[config.mk]
export PLATFORM = sky130hd
export DESIGN_NAME = cjre_sqrt
export DESIGN_NICKNAME = d
export VERILOG_FILES = /design/src/cjre_pkg.sv /design/src/cjre_sqrt.sv
export SDC_FILE = /design/constraint.sdc
export NUM_CORES = 2
export LEC_CHECK = 0
export BUFFER_PORTS_ARGS = -buffer_cell sky130_fd_sc_hd__buf_2
export CAP_MARGIN = 25
export CORE_MARGIN = 2
export CORE_UTILIZATION = 50
export CTS_BUF_LIST = sky130_fd_sc_hd__clkbuf_4
export DETAILED_ROUTE_END_ITERATION = 8
export GPL_TIMING_DRIVEN = 0
export PLACE_DENSITY = 0.62
export SLEW_MARGIN = 10
export SYNTH_ARGS = -nofsm -noshare
export SYNTH_HDL_FRONTEND = slang
export SYNTH_SLANG_ARGS = --single-unit
[constraint.sdc]
create_clock -name i_clk -period 5.9 [get_ports i_clk]
set_clock_uncertainty 0.05 [all_clocks]
set_input_delay 1.18 -clock i_clk [delete_from_list [all_inputs] [get_ports i_clk]]
set_output_delay 1.18 -clock i_clk [all_outputs]
set_load 0.005 [all_outputs]
[src/cjre_pkg.sv]
// Package with the payload types and constants of the Jacobian row emitter.
`timescale 1ns / 1ps
package cjre_pkg;

    localparam int unsigned DefNodeCount = 1024;
    localparam int unsigned DefRowCount  = 1024;

    localparam logic FUNC_DISTANCE = 1'b0;
    localparam logic FUNC_ANCHOR   = 1'b1;

    localparam logic [31:0] ONE_Q30 = 32'h4000_0000;

    typedef struct packed {
        logic               func;
        logic signed [31:0] first_x;
        logic signed [31:0] first_y;
        logic signed [31:0] second_x;
        logic signed [31:0] second_y;
        logic [9:0]         first_index;
        logic               first_present;
        logic [9:0]         second_index;
        logic               second_present;
        logic               second_anchored;
        logic [30:0]        rest_len;
        logic [9:0]         constraint_row;
    } t_in_item;

    typedef struct packed {
        logic [9:0]         matrix_row;
        logic [10:0]        matrix_column;
        logic signed [31:0] entry_value;
        logic               entry_valid;
        logic signed [31:0] constraint_error;
        logic               last;
    } t_out_item;

    // Per-constraint context carried beside the arithmetic.
    typedef struct packed {
        logic        anchor;
        logic        neg_x;
        logic        neg_y;
        logic        emit_first;
        logic        emit_second;
        logic [9:0]  first_index;
        logic [9:0]  second_index;
        logic [30:0] rest_len;
        logic [9:0]  row;
    } t_ctx;

endpackage

[src/cjre_sqrt.sv]
// Pipelined integer square root, one result bit per stage.
`timescale 1ns / 1ps
module cjre_sqrt
    import cjre_pkg::*;
#(
    parameter int unsigned RW = 32,
    parameter int unsigned SW = 1
) (
    input  logic            i_clk,
    input  logic            i_en,
    input  logic [2*RW-1:0] i_rad,
    input  logic [SW-1:0]   i_side,
    output logic [RW-1:0]   o_root,
    output logic [SW-1:0]   o_side
);

    logic [2*RW-1:0] r_rad  [RW+1];
    logic [RW+1:0]   r_rem  [RW+1];
    logic [RW-1:0]   r_root [RW+1];
    logic [SW-1:0]   r_side [RW+1];

    always_comb begin
        r_rad[0]  = i_rad;
        r_rem[0]  = '0;
        r_root[0] = '0;
        r_side[0] = i_side;
    end

    // Each stage brings down the next two radicand bits and settles one root bit.
    for (genvar s = 0; s < RW; s++) begin : g_st
        logic [RW+3:0]   n_rem;
        logic [RW+3:0]   n_trial;
        logic            n_take;
        logic [2*RW-1:0] r_rad_q;
        logic [RW+1:0]   r_rem_q;
        logic [RW-1:0]   r_root_q;
        logic [SW-1:0]   r_side_q;
        always_comb begin
            n_rem   = {r_rem[s], r_rad[s][2*RW-1:2*RW-2]};
            n_trial = (RW+4)'({r_root[s], 2'b01});
            n_take  = n_rem >= n_trial;
        end
        always_ff @(posedge i_clk) begin
            if (i_en) begin
                r_rad_q  <= r_rad[s] << 2;
                r_side_q <= r_side[s];
                if (n_take) begin
                    r_rem_q  <= (RW+2)'(n_rem - n_trial);
                    r_root_q <= {r_root[s][RW-2:0], 1'b1};
                end else begin
                    r_rem_q  <= (RW+2)'(n_rem);
                    r_root_q <= {r_root[s][RW-2:0], 1'b0};
                end
            end
        end
        always_comb begin
            r_rad[s+1]  = r_rad_q;
            r_rem[s+1]  = r_rem_q;
            r_root[s+1] = r_root_q;
            r_side[s+1] = r_side_q;
        end
    end

    assign o_root = r_root[RW];
    assign o_side = r_side[RW];

endmodule

* Yosys cells after proc, flatten, opt, wreduce, memory -nomap -nowiden
Index checks and enable logic that the tools add are counted.
** Word-level totals
- Register bits after elaboration :: 2575
- Input bits :: 67
- Logic and storage cells :: 253
** Operators by class
- $add $sub $neg :: 31
- Magnitude comparators :: 32
- Multiplexer cells :: 63
** Operators by type and width (number)
- $mux 34 :: 30
- $ge 36x10->1 :: 1
- $ge 36x11->1 :: 1
- $ge 36x12->1 :: 1
- $ge 36x13->1 :: 1
- $ge 36x14->1 :: 1
- $ge 36x15->1 :: 1
- $ge 36x16->1 :: 1
- $ge 36x17->1 :: 1
- $ge 36x18->1 :: 1
- $ge 36x19->1 :: 1
- $ge 36x20->1 :: 1
- $ge 36x21->1 :: 1
- $ge 36x22->1 :: 1
- $ge 36x23->1 :: 1
- $ge 36x24->1 :: 1
- $ge 36x25->1 :: 1
- $ge 36x26->1 :: 1
- $ge 36x27->1 :: 1
- $ge 36x28->1 :: 1
- $ge 36x29->1 :: 1
- $ge 36x3->1 :: 1
- $ge 36x30->1 :: 1
- $ge 36x31->1 :: 1
- 42 further kinds :: 73

* Depth between registers and ports, before layout
- Depth in word-level cells :: 2
- Gate-level depth with buffers :: 14

* Worst setup path after synthesis
OpenSTA, ideal clock, no wires.
- Path kind :: register to register
- From :: register g_st[4].r_rem_q[12]
- To :: register g_st[5].r_rem_q[26] (data pin)
- Setup time :: 0.266 ns
- Data arrival time :: 3.328 ns
- Setup slack :: 2.256 ns
- Stages on the path, launching flop included :: 13
- Buffers on the path :: 2
- Cells stage by stage :: edfxtp_1 > or4_4 > or4_4 > or4_4 > or4_4 > nor3_2 > and4_1 > buf_6 > inv_6 > nand3_2 > buf_6 > nor3_1 > xor2_1
** Between the ends
- Word-level cells in the longest chain between the ends :: 2
- Elaborated cells on any way between the ends :: 3
** RTL lines
- start, declared :: line cjre_sqrt.sv:35 : logic [RW+1:0] r_rem_q;
- start signal, assigned :: line cjre_sqrt.sv:48 : r_rem_q <= (RW+2)'(n_rem - n_trial);
- start signal, assigned :: line cjre_sqrt.sv:51 : r_rem_q <= (RW+2)'(n_rem);
- $ge 36x7->1 :: line cjre_sqrt.sv:41 : n_take = n_rem >= n_trial;
- via g_st[5].n_take :: line cjre_sqrt.sv:33 : logic n_take;
- $mux 34 :: line cjre_sqrt.sv:47 : if (n_take) begin
- end signal, assigned :: line cjre_sqrt.sv:48
- end signal, assigned :: line cjre_sqrt.sv:51
- end, declared :: line cjre_sqrt.sv:35
The timed path passes the listed nets, and every way through them passes these cells.
A chain may end at the register's enable or synchronous reset.

* Worst setup path after layout
- From :: register g_st[27].r_rem_q[1]
- To :: register g_st[28].r_rem_q[28] (data pin)
** Between the ends
- Word-level cells in the longest chain between the ends :: 2
- Elaborated cells on any way between the ends :: 3
** RTL lines (line)
- start, declared :: cjre_sqrt.sv:35
- start signal, assigned :: cjre_sqrt.sv:48
- start signal, assigned :: cjre_sqrt.sv:51
- $ge 36x30->1 :: cjre_sqrt.sv:41
- via g_st[28].n_take :: cjre_sqrt.sv:33
- $mux 34 :: cjre_sqrt.sv:47
- end signal, assigned :: cjre_sqrt.sv:48
- end signal, assigned :: cjre_sqrt.sv:51
- end, declared :: cjre_sqrt.sv:35
The timed path passes the listed nets, and every way through them passes these cells.

==> impl_metrics.tcl <==
set metrics [dict create \
    status "complete, no violations" \
    grt_pass1_vias 72540 \
    syn_inst 9031 \
    p_clk_frac 0.307 \
    htreeDepth 6 \
    holdBufCountCts 66 \
    core_mm2 0.2345 \
    grt_overflow 0 \
    power_frac_seq 0.491 \
    max_cap_viol_count 0 \
    fin_area_mm2 0.1317 \
    drt_iter0_drc 5774 \
    maxSlewHeadroom 0.2067 \
    intPower_mw 34.96 \
    clk_pin_slew_worst_paths_ns 0.06 \
    fin_hold_ws_ns 0.2184 \
    synth-main-ff-cell "edfxtp_1" \
    synth_simple_gate_area_frac 0.09896 \
    switching_share 0.2909 \
    fmax_ghz 0.1930 \
    ff2ff_path_depth 12 \
    fin_util 0.5614 \
    postRouteAntennaNets 0 \
    worstPathRequired_ns 6.98 \
    critPathCaptureType "register" \
    fillers 19520 \
    muxShareOfSynthArea 0.007779 \
    avgSynthCellArea_um2 13.02 \
    place_congestion 0.8994 \
    synth.top_cell.area_share 0.6489 \
    ys_ff_latch 2541 \
    tightest_slew_ns 1.179 \
    stdcell_count 13540 \
    synth_compound_area_frac 0.09435 \
    seqCellArea_mm2 0.07630 \
    wl_per_cell_um 17.93 \
    layout.nets 10530 \
    cp-startpoint "g_st[27].r_rem_q[1]$_DFFE_PP_" \
    drive_above_1_share 0.1249 \
    hold_viol 0 \
    numCtsBuffers 679 \
    grtUsageMet3 0.03781 \
    peakVddDrop_v 0.0002354 \
    io_buffers 99 \
    combPwrFrac 0.202 \
    synth-edff-count 2541 \
    cts_tree "built" \
    dr.pass1.iters 8 \
    async_reset_ff_frac 0 \
    syn_nets 9663 \
    crit_arrival_ns 6.26 \
    die_w_um 488.9 \
    dieArea_mm2 0.2391 \
    ctsResizeCount 0 \
    grt_use_total 0.2007 \
    area_growth_pct 11.97 \
    busiest_layer "met2" \
    synth.most_common_cell "edfxtp_1" \
    switching_power_mw 14.34 \
    r2r_end "g_st[28].r_rem_q[28]$_DFFE_PP_" \
    drt_wl_total_um 242800 \
    clock-sinks 2541 \
    p_per_area_mw_per_mm2 374.5 \
    initial_utilization 0.5014 \
    worstHoldStart "i_en" \
    cts_setup_buffers 0 \
    netlist_top_cells_count "2541 x edfxtp_1, 712 x inv_1, 655 x nand2_1, 565 x ha_1, 539 x a21oi_1" \
    min_path_cells 1 \
    cp-start-kind "register" \
    r2r_slack_ns 0.72 \
    rows 178 \
    slew_viol_final 0 \
    ioPinCount 100 \
    fp.dieH_um 488.9 \
    met1_usage 0.2845 \
    dp_hpwl_um 171800 \
    cts.path.max_buffers 4 \
    dp.cells 12300 \
    setup_viol 0 \
    vias 73090 \
    drc_errors 0 \
    worstSkewPairLatency_ns 1.36 \
    min_period_ns 5.181 \
    whs_endpoint "g_st[1].r_rad_q[34]$_DFFE_PP_" \
    p_leak_nw 50.74 \
    hold_path_class "in2reg" \
    ys_warn_count 0 \
    synth_xor_area_frac 0.06130 \
    yosysUniqueCellTypes 84 \
    antenna_found_initial 9 \
    path_class "reg2reg" \
    r2r-start "g_st[27].r_rem_q[1]$_DFFE_PP_" \
    cts_root_buf "clkbuf_4" \
    grt_first_pass_wirelength_um 384200 \
    multi_input_area_mm2 0.03793 \
    crit_fanout 10 \
    grt_max_degree 169 \
    dpl_cell_area_mm2 0.1225 \
    rsz0062_at_grt "false" \
    synthAdderAreaFrac 0.06012 \
    ys_seq_area_frac 0.6489 \
    power_mw 49.31 \
    synth_area_mm2 0.1176 \
    fin_crit_sh 0.8781 \
    synth_top_family_by_area "simple AND/OR/NAND/NOR gates" \
    synthTopCellsByArea "edfxtp_1 65%, ha_1 6.0%, xor2_1 3.1%" \
    gr-usage-met2 0.3105 \
    yosysTopAreaCell "edfxtp_1" \
    vias_per_cell 5.399 \
]
layer usage:
layer | up-vias | part of all wire
li1 | 35730 | -
met5 | - | 0
met1 | 35030 | 0.47
met4 | 0 | 0.025
met3 | 459 | 0.051
met2 | 1866 | 0.45
per-stage QoR:
step	setup TNS, ns	worst slack (ns)
after global placement	-	-35.65
final	0	0.7189
after global routing	0	0.2978
after floorplan	0	2.256
after CTS	0	0.6541
after detailed placement	-21.34	-0.1516
placed cells by master, fill, tap and decap left out, types with 86 or more instances in the layout:
cell	instances
a21o_1	219
a21oi_1	539
buf_2	100
clkbuf_1	151
clkbuf_4	966
clkinv_1	133
edfxtp_1	2541
ha_1	565
inv_1	712
nand2_1	655
nand2b_1	135
nand3_1	136
nand4_1	92
nor2_1	515
nor3_1	211
nor4_1	127
o21a_1	104
o21ai_0	490
or3_1	86
xnor2_1	404
xor2_1	419
power groups by stage:
| stage | Combinational [mW] | Clock [mW] | Sequential [mW] |
|---|---|---|---|
| after floorplan | 7.31 | 0 | 23.9 |
| after global placement | 9.60 | 0 | 25.9 |
| after detailed placement | 9.79 | 0 | 24.6 |
| after CTS | 9.90 | 15.8 | 24.2 |
| after global routing | 11.2 | 16.7 | 24.4 |
| final | 9.96 | 15.2 | 24.2 |
kinds of logic (layout without fill, tap and decap cells):
group,after synthesis,after routing
and+or+nand+nor,2338,2338
other,1,12
AOI/OAI and AO/OA,1793,1793
buffers and inverters,887,2233
muxes,83,83
adders and majority gates,565,565
DFF,2541,2541
xor gates and xnor gates,823,823
registers in the layout (all words and copies together), names as in the netlist:
register and flops:
g_st.r_rad_q 992, o_root 32, g_st.r_root_q 496, o_side 1
g_st.r_rem_q 989, g_st.r_side_q 31
layout make-up:
type	count	share of cell area
Sequential cell	2541	0.5795
Timing Repair Buffer	189	0.01285
Multi-Input combinational cell	5603	0.2881
Buffer	170	0.004980
Clock inverter	191	0.008810
Tap cell	3150	0.02994
Antenna cell	11	0.0002091
Clock buffer	966	0.05508
Inverter	717	0.02048
critical path, cell delays in order, from the launching register on:
cell	delay (ns)
edfxtp_1	0.40
ha_1	0.37
o21ai_0	0.26
a21oi_1	0.11
a221oi_1	0.49
a21oi_1	0.23
o21ai_0	0.78
a21oi_1	0.22
or4_1	0.51
clkbuf_1	0.31
clkbuf_1	0.43
clkbuf_1	0.43
a21oi_1	0.32
worst max-delay path by stage:
stage,cells past startpoint,to
6_report,12,g_st[28].r_rem_q[28]$_DFFE_PP_
2_1_floorplan,12,g_st[5].r_rem_q[26]$_DFFE_PP_
3_3_place_gp,1,g_st[30].r_root_q[8]$_DFFE_PP_
4_1_cts,12,g_st[28].r_rem_q[28]$_DFFE_PP_
3_5_place_dp,7,g_st[22].r_rad_q[54]$_DFFE_PP_
5_1_grt,12,g_st[28].r_rem_q[28]$_DFFE_PP_
Power figures use the tool's default switching activity.
